$ cat src/rtl/core/jesc_pkg.sv
// Shared types, constants and helper functions for the Julia escape-time pixel unit.
// Used by every module in rtl/core; depends on nothing else.
`timescale 1ns / 1ps
`default_nettype none

package jesc_pkg;

    localparam int COORD_BITS = 12;
    localparam int FRAC_BITS  = 28;
    localparam int WORD_W     = 32;
    localparam int STEP_W     = 31;
    localparam int ITER_W     = 16;
    localparam int COLOR_W    = 24;
    localparam int CFG_ADDR_W = 3;
    localparam int PROD_W     = 2 * WORD_W;
    localparam int DIV_W      = ITER_W + COLOR_W;
    localparam int DIV_CNT_W  = $clog2(DIV_W + 1);
    localparam int ESC_SHIFT  = 2 * FRAC_BITS + 2;
    localparam bit ESC_BOUNDED = (ESC_SHIFT < PROD_W);
    localparam logic [PROD_W-1:0] ESC_LIMIT =
        ESC_BOUNDED ? (PROD_W'(1) << ESC_SHIFT) : '0;

    localparam logic signed [PROD_W-1:0] WORD_MAX = PROD_W'((64'sd1 <<< (WORD_W - 1)) - 1);
    localparam logic signed [PROD_W-1:0] WORD_MIN = -(PROD_W'(64'sd1 <<< (WORD_W - 1)));

    localparam logic signed [WORD_W-1:0] RST_CONST_REAL  = 32'sd0;
    localparam logic signed [WORD_W-1:0] RST_CONST_IMAG  = 32'sd0;
    localparam logic signed [WORD_W-1:0] RST_ORIGIN_REAL = -32'sd536870912;
    localparam logic signed [WORD_W-1:0] RST_ORIGIN_IMAG = -32'sd536870912;
    localparam logic [STEP_W-1:0]        RST_STEP_REAL   = 31'd894785;
    localparam logic [STEP_W-1:0]        RST_STEP_IMAG   = 31'd894785;
    localparam logic [ITER_W-1:0]        RST_MAX_ITER    = 16'd100;
    localparam logic [COLOR_W-1:0]       RST_BASE_COLOR  = 24'h660000;

    typedef enum logic [CFG_ADDR_W-1:0] {
        REG_CONST_REAL  = 3'd0,
        REG_CONST_IMAG  = 3'd1,
        REG_ORIGIN_REAL = 3'd2,
        REG_ORIGIN_IMAG = 3'd3,
        REG_STEP_REAL   = 3'd4,
        REG_STEP_IMAG   = 3'd5,
        REG_MAX_ITER    = 3'd6,
        REG_BASE_COLOR  = 3'd7
    } cfg_reg_t;

    typedef struct packed {
        logic signed [WORD_W-1:0] const_real;
        logic signed [WORD_W-1:0] const_imag;
        logic signed [WORD_W-1:0] origin_real;
        logic signed [WORD_W-1:0] origin_imag;
        logic [STEP_W-1:0]        step_real;
        logic [STEP_W-1:0]        step_imag;
        logic [ITER_W-1:0]        max_iterations;
        logic [COLOR_W-1:0]       base_color;
    } cfg_t;

    typedef struct packed {
        logic load_coord;
        logic map;
        logic mult;
        logic update;
        logic div_start;
        logic out_load;
    } cmd_t;

    typedef struct packed {
        logic stop;
        logic div_done;
    } status_t;

    function automatic logic signed [WORD_W-1:0] sat_word(input logic signed [PROD_W-1:0] v);
        logic signed [WORD_W-1:0] r;
        if (v > WORD_MAX) begin
            r = WORD_MAX[WORD_W-1:0];
        end else if (v < WORD_MIN) begin
            r = WORD_MIN[WORD_W-1:0];
        end else begin
            r = v[WORD_W-1:0];
        end
        return r;
    endfunction

    function automatic logic [WORD_W-1:0] mag_word(input logic signed [WORD_W-1:0] a);
        logic [WORD_W-1:0] r;
        r = a[WORD_W-1] ? WORD_W'(-a) : WORD_W'(a);
        return r;
    endfunction

endpackage

`default_nettype wire

$ cat src/rtl/core/jesc_cfg_regs.sv
// Configuration register bank for the Julia escape-time pixel unit.
// Depends on jesc_pkg for the register indexes, reset values and cfg_t.
`timescale 1ns / 1ps
`default_nettype none

module jesc_cfg_regs (
    input  wire logic                           aclk,
    input  wire logic                           aresetn,
    input  wire logic                           cfg_wr_en,
    input  wire logic [jesc_pkg::CFG_ADDR_W-1:0] cfg_addr,
    input  wire logic [jesc_pkg::WORD_W-1:0]     cfg_wdata,
    output jesc_pkg::cfg_t                      cfg
);

    jesc_pkg::cfg_t cfg_reg;
    jesc_pkg::cfg_t cfg_next;

    always_comb begin
        cfg_next = cfg_reg;
        if (cfg_wr_en) begin
            unique case (jesc_pkg::cfg_reg_t'(cfg_addr))
                jesc_pkg::REG_CONST_REAL:  cfg_next.const_real  = $signed(cfg_wdata);
                jesc_pkg::REG_CONST_IMAG:  cfg_next.const_imag  = $signed(cfg_wdata);
                jesc_pkg::REG_ORIGIN_REAL: cfg_next.origin_real = $signed(cfg_wdata);
                jesc_pkg::REG_ORIGIN_IMAG: cfg_next.origin_imag = $signed(cfg_wdata);
                jesc_pkg::REG_STEP_REAL:
                    cfg_next.step_real = cfg_wdata[jesc_pkg::STEP_W-1:0];
                jesc_pkg::REG_STEP_IMAG:
                    cfg_next.step_imag = cfg_wdata[jesc_pkg::STEP_W-1:0];
                jesc_pkg::REG_MAX_ITER:
                    cfg_next.max_iterations = cfg_wdata[jesc_pkg::ITER_W-1:0];
                jesc_pkg::REG_BASE_COLOR:
                    cfg_next.base_color = cfg_wdata[jesc_pkg::COLOR_W-1:0];
                default: cfg_next = cfg_reg;
            endcase
        end
    end

    always_ff @(posedge aclk) begin
        if (!aresetn) begin
            cfg_reg.const_real     <= jesc_pkg::RST_CONST_REAL;
            cfg_reg.const_imag     <= jesc_pkg::RST_CONST_IMAG;
            cfg_reg.origin_real    <= jesc_pkg::RST_ORIGIN_REAL;
            cfg_reg.origin_imag    <= jesc_pkg::RST_ORIGIN_IMAG;
            cfg_reg.step_real      <= jesc_pkg::RST_STEP_REAL;
            cfg_reg.step_imag      <= jesc_pkg::RST_STEP_IMAG;
            cfg_reg.max_iterations <= jesc_pkg::RST_MAX_ITER;
            cfg_reg.base_color     <= jesc_pkg::RST_BASE_COLOR;
        end else begin
            cfg_reg <= cfg_next;
        end
    end

    assign cfg = cfg_reg;

endmodule

`default_nettype wire

$ cat config.mk
export PLATFORM = sky130hd
export DESIGN_NAME = jesc_cfg_regs
export DESIGN_NICKNAME = d
export VERILOG_FILES = /design/src/rtl/core/jesc_pkg.sv /design/src/rtl/core/jesc_cfg_regs.sv
export SDC_FILE = /design/constraint.sdc
export NUM_CORES = 1
export LEC_CHECK = 0
export ABC_AREA = 0
export BUFFER_PORTS_ARGS = -buffer_cell sky130_fd_sc_hd__buf_4
export CAP_MARGIN = 25
export CORE_MARGIN = 4
export CORE_UTILIZATION = 51
export DETAILED_ROUTE_END_ITERATION = 8
export PLACE_DENSITY = 0.76
export SYNTH_ARGS = -nofsm -noshare
export SYNTH_HDL_FRONTEND = slang
export SYNTH_SLANG_ARGS = --single-unit
$ cat constraint.sdc
create_clock -name aclk -period 1.6 [get_ports aclk]
set_input_delay 0.16 -clock aclk [delete_from_list [all_inputs] [get_ports aclk]]
set_output_delay 0.16 -clock aclk [all_outputs]
set_load 0.02 [all_outputs]
Word-level counts from Yosys, hierarchy flattened
Index checks and enable logic that the tools add are counted.

storage, ports and cells
  output and inout port bits = 230
  register bits after elaboration = 230
  bits of input ports = 38
  logic and storage cells = 24

cells by class
  reductions and logical operators = 9
  equal/unequal tests = 7

operator list
  cell                number
  $reduce_and 2->1    8
  $eq 3x3->1 const B  4
  $eq 3x2->1 const B  2
  $eq 3x1->1 const B  1
  $logic_not 3->1     1

Depth between registers and ports, before layout
  depth in word-level cells = 2
  depth in mapped cells = 5
  depth with buffers taken out = 2

Least setup slack after synthesis
Ideal clock, no wire load.

  kind = input to register
  start = input port cfg_addr[0] (netlist bit)
  end = register cfg_reg (netlist bit cfg[199])
  data required time = 1527 ps
  data arrival time = 1100 ps
  buffers on the path = 2
  setup slack = 427 ps
  setup time = 73 ps
  stages = 4
  path through = buf_6 > nor4b_4 > buf_6 > mux2i_1

between the ends
  longest elaborated chain between the ends = 2

ends and longest elaborated chain
  item                        RTL line             source
  from (decl)                 jesc_cfg_regs.sv:10  input wire logic [jesc_pkg::CFG_ADDR_W-1:0] cfg_addr,
  $logic_not 3->1             jesc_cfg_regs.sv:21  unique case (jesc_pkg::cfg_reg_t'(cfg_addr))
  $reduce_and 2->1 (no line)  -
  to (signal assigned)        jesc_cfg_regs.sv:50  cfg_reg <= cfg_next;
  to (decl)                   jesc_cfg_regs.sv:15  jesc_pkg::cfg_t cfg_reg;

Every way passes these cells.
A chain may end at the register's enable or synchronous reset.

Worst setup path after layout
  start = register cfg_reg (netlist bit cfg[96])
  end = output port cfg[96] (netlist bit)

RTL lines
  item       RTL line             source
  to (decl)  jesc_cfg_regs.sv:12  output jesc_pkg::cfg_t cfg

No word-level cell between the ends.

==> summary.txt <==
Worst setup path
  • Highest-delay cell along the critical path: dfxtp_1
  • Register-to-register setup slack: about 0.94 ns
  • Crit Reg-Reg Endpoint: cfg[168]
  • Family with the most delay on the worst path: flip-flops
  • Critical Path Start Type: register
  • WP data required: roughly 1.4 ns
  • Worst reg2reg startpoint: cfg[168]
  • Worst path arrival time: 1.03 ns
  • Critical setup path kind: reg -> out
  • FF-to-FF path depth: 2
  • Slowest stage delay, CP: around 0.37 ns
  • Crit path buffers/inverters: 1
  • Critical path, cell by cell: buf_4
  • CP endpoint kind: output port
  • CP Max Fanout: 2

Drt
  • DRC Markers: 0
  • Routed len/inst: around 18 um
  • Total number of vias: roughly 6700
  • Drt pass-1 iters: 5
  • Starting DRT DRC Count: ~260
  • Avg Vias per Cell: 5.01
  • Total Wirelength: 23800 um
  • Antenna Violating Nets Remaining: 0

Worst hold path
  • Hold Crit Endpoint: cfg[67]
  • Worst Hold Launch: cfg_wdata[27]
  • Hold Path Class: in -> reg
  • Hold path depth: 3

Power and ir drop
  • VDD IR-drop max: 798 uV
  • Logic gate share of total power: 0.088
  • Register share of total power: 0.479
  • P_int: 9500 uW
  • Clock power share: 0.433
  • Sw power: ~2900 uW
  • PwrDens: roughly 1000 nW/um^2
  • Pleak: 0.00586 uW
  • Switching share of power: 0.232

CTS
  • CTS Buf Count: 23
  • Clock root buffer: clkbuf_16
  • Maximum clock path buffer count: 3
  • H-tree Lvls: 1
  • Clock-pin slew on the worst setup and hold paths: 0.06 ns
  • Clock sinks: between 200 and 250
  • Worst-Skew Late Latency: 0.50 ns
  • CTS tree: yes

Timing
  • Worst slew pin tran: approximately 0.38 ns
  • Setup TNS: 0 ns
  • Fin crit share: 0.741
  • Max Slew Vio Count: 0
  • RSZ-0062 raised after global routing: no
  • Rel. slew slack: 0.744
  • Achievable Freq: 0.843 GHz
  • Final hold violation count: 0
  • Clk_skew: 0 ns
  • Min Tclk post-route: about 1.2 ns
  • Finish-stage setup viols: 0

Place
  • Post-DP Area: 10900 um^2
  • Dpl hpwl: roughly 17000 um
  • GPL Wtd Cong: 0.789
  • I/O Buffers: 267

Final layout
  • Ant diodes: 0
  • Largest register FFs: 230
  • Sequential cell area: 4600 um^2
  • Final Instance Area: between 10000 and 15000 um^2
  • Layout cell share with drive strength beyond 1: 0.313
  • Area occupied by multi-input gates: approximately 3700 um^2
  • Final-stage net count: roughly 1100
  • Area grow syn2layout: 38.6%
  • Fillers: between 1000 and 1500

Global route
  • GRT overflow: 0
  • Vias in the first global route: around 6600
  • Initial antenna violation count: 0
  • GRT Total Usage: 0.243
  • Largest net degree at the start of global routing: 42
  • Global-route wire length before repair: 36400 um

Synth
  • Complex-gate fraction of the synthesized area: 0
  • Cell Area, Synth: 8560 um^2
  • Distinct cells, synth: 18
  • Post-synth EDFFs: 0
  • Ys async rst share: 0
  • Simple-Gate Fraction of Synth Area: 0.155
  • Synthesized area per cell: roughly 11 um^2
  • Adder-Cell Fraction of Synth Area: 0
  • Yosys warns: 0
  • Seq/Total Area, Yosys: 0.538
  • Post-synthesis net count: between 800 and 900
  • Cells after synthesis: 811
  • Yosys reg bits: between 200 and 250
  • Proportion of synthesized area in mux cells: 0.269
  • Post-Synth XOR/XNOR Area: 0
  • Ys flop type: dfxtp_1
  • Largest family of logic cells by synthesized area: multiplexers

Job
  • Max_cap viols: 0

Run status
  • Outcome: finished, final reports clean

Die
  • Num rows: between 40 and 50
  • Initial Utilization: 0.518
  • Die area: 18900 um^2
  • Die height: 138 um
  • Core box area: around 17000 um^2
  • Die width: between 100 and 150 um
  • Num ports: 268
==> cells in the mapped netlist, types with 2 or more instances <==
cell type / instances / area [um^2]
and4bb_2: 2 / 25.0
buf_1: 5 / 18.8
buf_2: 17 / 85.1
buf_4: 4 / 30.0
buf_6: 9 / 101
clkbuf_1: 24 / 90.1
dfxtp_1: 230 / 4600
mux2i_1: 230 / 2300
nand2_1: 229 / 860
nand4b_2: 2 / 30.0
nand4bb_1: 2 / 22.5
nor2b_1: 51 / 319
==> cells by family after synthesis <==
| family | count (synthesis) |
|---|---|
| buffers and inverters | 59 |
| DFF | 230 |
| muxes | 230 |
| and+or+nand+nor | 292 |
==> power by group through the flow <==
stage | clock (uW) | sequential (uW) | combinational, uW
floorplan | 0 | 6200 | 426
global placement | 0 | 6050 | 1040
detailed placement | 0 | 6050 | 1050
CTS | 5470 | 5920 | 1090
global route | 5700 | 5930 | 1160
finish | 5360 | 5920 | 1090
==> placed cells by master, fill, tap and decap left out <==
cell	count
clkinvlp_4	1
clkinv_2	3
nor4bb_4	1
clkbuf_16	23
dfxtp_1	230
clkbuf_1	5
buf_4	297
nand4b_2	1
nand4bb_4	1
nand2_1	229
nand4_1	1
nand4b_4	1
nor4b_4	1
and4bb_2	2
nand4b_1	1
nand4bb_2	1
and4b_1	1
and4_1	1
buf_12	6
mux2i_1	230
dlygate4sd3_1	18
inv_6	1
bufinv_16	1
nor2b_1	51
clkbuf_8	9
==> metal layers <==
metal  global-route usage  part of all wire  vias up
met5                    0                 0        -
met4               0.0671             0.022        0
met3               0.0592             0.070       38
met2                0.404              0.47      195
met1                0.316              0.44     3208
li1                     -                 -     3257
==> per-stage QoR <==
stage	hold slack, ns	total power (uW)	setup slack (ns)	cells	utilization
floorplan	0.325	6620	0.427	811	-
detailed placement	0.435	7100	0.248	1276	0.660
CTS	0.0791	12500	0.398	1336	0.718
global placement	0.424	7080	0.299	1276	0.660
global route	0.0955	12800	0.377	1336	0.718
finish	0.0999	12400	0.414	1336	0.718
==> cell type report <==
type / instances / share of cell area
Sequential cell: 230 / 0.388
Multi-Input combinational cell: 522 / 0.310
Timing Repair Buffer: 322 / 0.214
Clock buffer: 36 / 0.0594
Tap cell: 220 / 0.0232
Clock inverter: 6 / 0.00517
==> what timing repair did <==
item	4_1_cts	5_1_grt
setup buffers	0	0
resized for setup	0	0
hold buffers	18	0
hold endpoints to repair	37	0
==> worst max path at each step <==
| stage | from | slack, ns | end | cells past startpoint |
|---|---|---|---|---|
| 2_1_floorplan | cfg_addr[0] | 0.43 | cfg[199] | 4 |
| 4_1_cts | cfg[136] | 0.40 | cfg[136] | 1 |
| 3_3_place_gp | cfg_addr[0] | 0.30 | cfg[201] | 4 |
| 6_report | cfg[96] | 0.41 | cfg[96] | 1 |
| 5_1_grt | cfg[136] | 0.38 | cfg[136] | 1 |
| 3_5_place_dp | cfg_addr[0] | 0.25 | cfg[228] | 4 |
Power figures use the tool's default switching activity.
