[src/rtl/core/jesc_pkg.sv]
// Shared types, constants and helper functions for the Julia escape-time pixel unit.
// Used by every module in rtl/core; depends on nothing else.
`timescale 1ns / 1ps
`default_nettype none

package jesc_pkg;

    localparam int COORD_BITS = 12;
    localparam int FRAC_BITS  = 28;
    localparam int WORD_W     = 32;
    localparam int STEP_W     = 31;
    localparam int ITER_W     = 16;
    localparam int COLOR_W    = 24;
    localparam int CFG_ADDR_W = 3;
    localparam int PROD_W     = 2 * WORD_W;
    localparam int DIV_W      = ITER_W + COLOR_W;
    localparam int DIV_CNT_W  = $clog2(DIV_W + 1);
    localparam int ESC_SHIFT  = 2 * FRAC_BITS + 2;
    localparam bit ESC_BOUNDED = (ESC_SHIFT < PROD_W);
    localparam logic [PROD_W-1:0] ESC_LIMIT =
        ESC_BOUNDED ? (PROD_W'(1) << ESC_SHIFT) : '0;

    localparam logic signed [PROD_W-1:0] WORD_MAX = PROD_W'((64'sd1 <<< (WORD_W - 1)) - 1);
    localparam logic signed [PROD_W-1:0] WORD_MIN = -(PROD_W'(64'sd1 <<< (WORD_W - 1)));

    localparam logic signed [WORD_W-1:0] RST_CONST_REAL  = 32'sd0;
    localparam logic signed [WORD_W-1:0] RST_CONST_IMAG  = 32'sd0;
    localparam logic signed [WORD_W-1:0] RST_ORIGIN_REAL = -32'sd536870912;
    localparam logic signed [WORD_W-1:0] RST_ORIGIN_IMAG = -32'sd536870912;
    localparam logic [STEP_W-1:0]        RST_STEP_REAL   = 31'd894785;
    localparam logic [STEP_W-1:0]        RST_STEP_IMAG   = 31'd894785;
    localparam logic [ITER_W-1:0]        RST_MAX_ITER    = 16'd100;
    localparam logic [COLOR_W-1:0]       RST_BASE_COLOR  = 24'h660000;

    typedef enum logic [CFG_ADDR_W-1:0] {
        REG_CONST_REAL  = 3'd0,
        REG_CONST_IMAG  = 3'd1,
        REG_ORIGIN_REAL = 3'd2,
        REG_ORIGIN_IMAG = 3'd3,
        REG_STEP_REAL   = 3'd4,
        REG_STEP_IMAG   = 3'd5,
        REG_MAX_ITER    = 3'd6,
        REG_BASE_COLOR  = 3'd7
    } cfg_reg_t;

    typedef struct packed {
        logic signed [WORD_W-1:0] const_real;
        logic signed [WORD_W-1:0] const_imag;
        logic signed [WORD_W-1:0] origin_real;
        logic signed [WORD_W-1:0] origin_imag;
        logic [STEP_W-1:0]        step_real;
        logic [STEP_W-1:0]        step_imag;
        logic [ITER_W-1:0]        max_iterations;
        logic [COLOR_W-1:0]       base_color;
    } cfg_t;

    typedef struct packed {
        logic load_coord;
        logic map;
        logic mult;
        logic update;
        logic div_start;
        logic out_load;
    } cmd_t;

    typedef struct packed {
        logic stop;
        logic div_done;
    } status_t;

    function automatic logic signed [WORD_W-1:0] sat_word(input logic signed [PROD_W-1:0] v);
        logic signed [WORD_W-1:0] r;
        if (v > WORD_MAX) begin
            r = WORD_MAX[WORD_W-1:0];
        end else if (v < WORD_MIN) begin
            r = WORD_MIN[WORD_W-1:0];
        end else begin
            r = v[WORD_W-1:0];
        end
        return r;
    endfunction

    function automatic logic [WORD_W-1:0] mag_word(input logic signed [WORD_W-1:0] a);
        logic [WORD_W-1:0] r;
        r = a[WORD_W-1] ? WORD_W'(-a) : WORD_W'(a);
        return r;
    endfunction

endpackage

`default_nettype wire

[src/rtl/core/jesc_ctrl.sv]
// Controller state machine that sequences mapping, iteration, division and result hand-off.
// Depends on jesc_pkg for cmd_t and status_t.
`timescale 1ns / 1ps
`default_nettype none

module jesc_ctrl (
    input  wire logic         aclk,
    input  wire logic         aresetn,
    input  wire logic         s_valid,
    output logic              s_ready,
    output logic              m_valid,
    input  wire logic         m_ready,
    input  wire jesc_pkg::status_t status,
    output jesc_pkg::cmd_t    cmd
);

    typedef enum logic [5:0] {
        ST_IDLE   = 6'b000001,
        ST_MAP    = 6'b000010,
        ST_MULT   = 6'b000100,
        ST_UPDATE = 6'b001000,
        ST_DIVIDE = 6'b010000,
        ST_DONE   = 6'b100000
    } state_t;

    state_t state_reg;
    state_t state_next;
    logic   m_valid_reg;
    logic   m_valid_next;
    logic   out_free;

    assign out_free = !m_valid_reg || m_ready;

    always_comb begin
        state_next = state_reg;
        cmd        = '0;
        s_ready    = 1'b0;
        unique case (state_reg)
            ST_IDLE: begin
                s_ready        = 1'b1;
                cmd.load_coord = s_valid;
                if (s_valid) begin
                    state_next = ST_MAP;
                end
            end
            ST_MAP: begin
                cmd.map    = 1'b1;
                state_next = ST_MULT;
            end
            ST_MULT: begin
                cmd.mult   = 1'b1;
                state_next = ST_UPDATE;
            end
            ST_UPDATE: begin
                if (status.stop) begin
                    cmd.div_start = 1'b1;
                    state_next    = ST_DIVIDE;
                end else begin
                    cmd.update = 1'b1;
                    state_next = ST_MULT;
                end
            end
            ST_DIVIDE: begin
                if (status.div_done) begin
                    state_next = ST_DONE;
                end
            end
            ST_DONE: begin
                if (out_free) begin
                    cmd.out_load = 1'b1;
                    state_next   = ST_IDLE;
                end
            end
            default: state_next = ST_IDLE;
        endcase

        if (cmd.out_load) begin
            m_valid_next = 1'b1;
        end else if (m_ready) begin
            m_valid_next = 1'b0;
        end else begin
            m_valid_next = m_valid_reg;
        end
    end

    always_ff @(posedge aclk) begin
        if (!aresetn) begin
            state_reg   <= ST_IDLE;
            m_valid_reg <= 1'b0;
        end else begin
            state_reg   <= state_next;
            m_valid_reg <= m_valid_next;
        end
    end

    assign m_valid = m_valid_reg;

endmodule

`default_nettype wire

[config.mk]
export PLATFORM = sky130hd
export DESIGN_NAME = jesc_ctrl
export DESIGN_NICKNAME = d
export VERILOG_FILES = /design/src/rtl/core/jesc_pkg.sv /design/src/rtl/core/jesc_ctrl.sv
export SDC_FILE = /design/constraint.sdc
export NUM_CORES = 1
export LEC_CHECK = 0
export ABC_CLOCK_PERIOD_IN_PS = 2680
export BUFFER_PORTS_ARGS = -buffer_cell sky130_fd_sc_hd__clkbuf_2
export CORE_AREA = 5 5 42 44
export DETAILED_ROUTE_END_ITERATION = 8
export DIE_AREA = 0 0 47 49
export HOLD_SLACK_MARGIN = 0.02
export SLEW_MARGIN = 5
export SYNTH_ARGS = -nofsm -noshare
export SYNTH_HDL_FRONTEND = slang
export SYNTH_SLANG_ARGS = --single-unit
[constraint.sdc]
create_clock -name aclk -period 2.68 [get_ports aclk]
set_clock_uncertainty 0.05 [all_clocks]
set_input_delay 0.134 -clock aclk [delete_from_list [all_inputs] [get_ports aclk]]
set_output_delay 0.134 -clock aclk [all_outputs]
set_load 0.01 [all_outputs]
# Word-level counts from Yosys, hierarchy flattened
# Index checks and enable logic that the tools add are counted.
# op_classes
add_sub_neg	0
mul	0
n_div	0
magnitude_cmp	0
n_eq_ne	9
shift	0
mux	16
bitwise	0
reduce_logical	4
# ops
cell	n
case mux 6 bit (6 select lines)	1
two-way mux 6 bit	3
two-way mux 1 bit	10
== test 6 x 1 -> 1 bit, second input constant	1
== test 6 x 2 -> 1 bit, second input constant	1
== test 6 x 3 -> 1 bit, second input constant	1
== test 6 x 4 -> 1 bit, second input constant	1
== test 6 x 5 -> 1 bit, second input constant	1
== test 6 bit, second input constant	1
inequality test 2 bit, second input constant	3
two-way mux 5 bit	1
AND reduction 3 bit	1
two-way mux 2 bit	1
nonzero test 2 bit	1
logical NOT 1 bit	1
logical OR 1 bit	1
# word_totals
register_bits	7
latch_bits	0
ramBits	0
mem_bits_ro	0
inputBits	6
output_inout_bits	8
n_memories	0

# Longest topological paths before layout
# logic_depth
word_depth	5
mapped_depth	4
ltp_nobuf	4

# Worst setup path before layout
# Ideal clock, no wire load.
# synth_path
kind	register -> register
start	register state_reg[3]
end	register state_reg[1]
setup_ps	116
arrival_time_ps	1159
required_ps	2514
setup_slack_ps	1355
stages_incl_launch_ff	5
period_less_slack_ps	1325
cell_sequence	dfxtp_1 > nor4_2 > nand3_1 > and2_4 > and4_1
# synth_between
elab_chain_len	3
word_cells_on_any_way	11
cone_classes	eq/ne: 9; mux: 1; reduce/logical: 1
# synth_lines
element	line	rtl
from (decl)	jesc_ctrl.sv:26	state_t state_reg;
from (signal assigned)	jesc_ctrl.sv:91	state_reg <= state_next;
== test 6 bit (tied with other cells)	jesc_ctrl.sv:38	unique case (state_reg)
inequality test 2 bit (no source line)	-	
AND reduction 3 bit (no source line)	-	
# Several ways; a longest one is shown, not always the timed one.
# A chain may end at the register's enable or synchronous reset.

==> qor.json <==
{
  "die_x_um": 47,
  "synth_area_um2": 384,
  "initial_core_util_pct": 27.4,
  "post_cts_setup_buffer_count": 0,
  "final-max-slew-violation-count": 0,
  "rsz0062_at_grt": "false",
  "cts_sinks": 7,
  "critical_path_cell_with_the_highest_stage_delay": "sky130_fd_sc_hd__nor4_1",
  "hold-worst-slack_ns": 0.0866,
  "vias_per_cell": 4.88,
  "intPower_uw": 199,
  "max_slew_margin_pct": 71.4,
  "synthesis.nets": 49,
  "boundaryPins": 14,
  "pwr-share-comb_pct": 22.1,
  "layout_commonest_cell": "sky130_fd_sc_hd__clkbuf_2",
  "antenna_found_initial": 0,
  "worst_ir_drop_vdd_mv": 0.243,
  "cellPowerDensity_mw_per_mm2": 567,
  "yosys-top-cells-area": "sky130_fd_sc_hd__dfxtp_1 (36%), sky130_fd_sc_hd__nor4_2 (6.5%), sky130_fd_sc_hd__nand3b_1 (5.9%)",
  "cts_buffer_depth": 2,
  "status": "complete, no violations",
  "clk_latency_ns": 0.25,
  "drt_pre_antenna_iters": 4,
  "cts_hold_buf": 0,
  "cts-htree-levels": 1,
  "muxShareOfSynthArea_pct": 0,
  "timing.critical_path.to_type": "output port",
  "crit_path_cell_trace": "nor4_1, and3b_2, and2b_1, clkbuf_2",
  "syn_warnings": 0,
  "grt_max_degree": 6,
  "drt_first_iter_violations": 10,
  "first_global_vias": 332,
  "area.growth.synth_to_final_pct": 27.0,
  "multi_input_area_um2": 225,
  "worst_slew_pin_slew_ns": 0.425,
  "cts.repair.resized": 0,
  "finalHoldViolCount": 0,
  "numCtsBuffers": 3,
  "post_synthesis_average_cell_area_um2": 8.93,
  "ys_ff_latch": 7,
  "row_count": 14,
  "fp.dieH_um": 49,
  "finalWirelength_um": 815,
  "utilization_pct": 34.8,
  "totalNegativeSetupSlack_ns": 0,
  "data_required_time_at_the_worst_endpoint_ns": 2.50,
  "layout_worst_path_cycle_share_pct": 62.5,
  "worstSetupPathType": "reg2out",
  "die-area_mm2": 0.00230,
  "worst_hold_path_type": "in2reg",
  "vias": 366,
  "synthSimpleGateAreaFrac_pct": 45.9,
  "critPathMaxFanout": 5,
  "post-route-cell-area_um2": 488,
  "cap_violations": 0,
  "final-seq-area_um2": 140,
  "critPathLaunchType": "register",
  "hpwlAfterDp_um": 668,
  "synth.lib_cells_used.distinct": 22,
  "drt.antenna.violating_nets": 0,
  "setup_viol_count_final": 0,
  "synth_top_family_by_area": "simple AND/OR/NAND/NOR gates",
  "placer_congestion": 0.868,
  "post_dp_cell_area_um2": 462,
  "cts-root-buf": "sky130_fd_sc_hd__clkbuf_4",
  "seq_power_share_pct": 43.3,
  "drc": 0,
  "grt_overflow": 0,
  "synth_sequential_area_ratio_pct": 36.5,
  "critical_path_buf_inv_count": 1,
  "post-synth-top-area-cell": "sky130_fd_sc_hd__dfxtp_1",
  "path_delay_family": "simple AND/OR/NAND/NOR gates",
  "final_cell_mix": "sky130_fd_sc_hd__clkbuf_2 (13), sky130_fd_sc_hd__dfxtp_1 (7), sky130_fd_sc_hd__nand2_1 (4)",
  "switching_power_uw": 78.1,
  "synth_fa_ha_area_share_pct": 0,
  "n_fill_cell": 162,
  "max_reg_flops": 6,
  "global_route.usage.total_pct": 8.54,
  "p_sw_share_pct": 28.2,
  "antenna_cells": 0,
  "crit_arrival_ns": 1.49,
  "design.core.area_mm2": 0.00140,
  "leakagePower_nw": 0.255,
  "layout_min_cycle_time_ns": 1.67,
  "clkSlewWorstSetupHoldPaths_ns": 0.05,
  "synth_top_cell_area_share_pct": 36.5,
  "synth_compound_gate_area_share_pct": 12.7,
  "tritoncts": "yes",
  "finalNetCount": 66,
  "io_buffers": 13,
  "synth_xor_area_share_pct": 0,
  "post_route_cells_drive_above_1_share_pct": 37.3,
  "netlist_instances": 43,
  "post-route-worst-setup-slack_ns": 1.01,
  "grt_first_pass_wirelength_mm": 1.41,
  "fmax_mhz": 597,
  "power.clock.fraction_pct": 34.6,
  "critical_path.max_stage_delay_ns": 0.35,
  "dpl_worst_slack_ns": 1.22,
  "wl_per_cell_um": 10.9
}
-- cells in the mapped netlist --
master	number
sky130_fd_sc_hd__a21oi_1	2
sky130_fd_sc_hd__and2_1	1
sky130_fd_sc_hd__and2_4	1
sky130_fd_sc_hd__and2b_1	1
sky130_fd_sc_hd__and3b_2	2
sky130_fd_sc_hd__and4_1	1
sky130_fd_sc_hd__buf_4	1
sky130_fd_sc_hd__dfxtp_1	7
sky130_fd_sc_hd__inv_1	3
sky130_fd_sc_hd__nand2_1	4
sky130_fd_sc_hd__nand3_1	2
sky130_fd_sc_hd__nand3_2	1
sky130_fd_sc_hd__nand3b_1	3
sky130_fd_sc_hd__nor2_1	3
sky130_fd_sc_hd__nor2b_1	3
sky130_fd_sc_hd__nor4_1	1
sky130_fd_sc_hd__nor4_2	2
sky130_fd_sc_hd__o2111a_1	1
sky130_fd_sc_hd__o2111ai_1	1
sky130_fd_sc_hd__o21ba_1	1
sky130_fd_sc_hd__o41ai_1	1
sky130_fd_sc_hd__or2_1	1
-- layer usage --
layer	global-route usage, %	vias to the layer above	share of wire, %
li1	-	189	-
met1	11.3	159	46
met2	11.1	14	43
met3	3.32	4	9.1
met4	5.53	0	2.3
met5	0	-	0
-- power groups by stage --
stage	combinational [mW]	sequential (mW)	clock [mW]
CTS	0.0621	0.120	0.0980
global route	0.0687	0.121	0.105
detailed placement	0.0619	0.122	0
global placement	0.0616	0.122	0
floorplan	0.0422	0.120	0
finish	0.0612	0.120	0.0958
-- cell families (layout without fill, tap and decap cells) --
family | count (synthesis) | in the layout
simple gates | 26 | 26
flops | 7 | 7
buf+inv | 4 | 20
compound gates | 6 | 6
-- metrics by stage --
step / cells / total power [mW]
floorplan: 43 / 0.162
global placement: 71 / 0.183
detailed placement: 71 / 0.184
CTS: 75 / 0.280
global route: 75 / 0.295
finish: 75 / 0.277
-- path summary, 6_finish.rpt --
check                                 start  cells after the start                        end  slack (ns)
setup reg to reg  state_reg[3]$_SDFFE_PN0P_                      4  state_reg[2]$_SDFFE_PN0P_        1.23
hold / removal                    status[1]                      3  state_reg[4]$_SDFFE_PN0P_        0.09
hold reg to reg   state_reg[2]$_SDFFE_PN0P_                      2  state_reg[3]$_SDFFE_PN0P_        0.54
setup / recovery  state_reg[0]$_SDFFE_PN1P_                      4                     cmd[2]        1.01
-- area by class of cell --
class                      instances  share of cell area, %
multi-input combinational         32                   46.2
sequential                         7                   28.7
timing repair buffer              13                   13.3
clock buffer                       4                   5.38
tap                               16                   4.10
inverter                           3                   2.31
-- tightest hold or removal path: cells and delay by family --
kind / cells / cell delay [ns]
buffers and inverters: 1 / 0.09
and+or+nand+nor: 1 / 0.07
AOI/OAI and AO/OA: 1 / 0.06
Note: power is estimated with default switching activity, not from simulation.
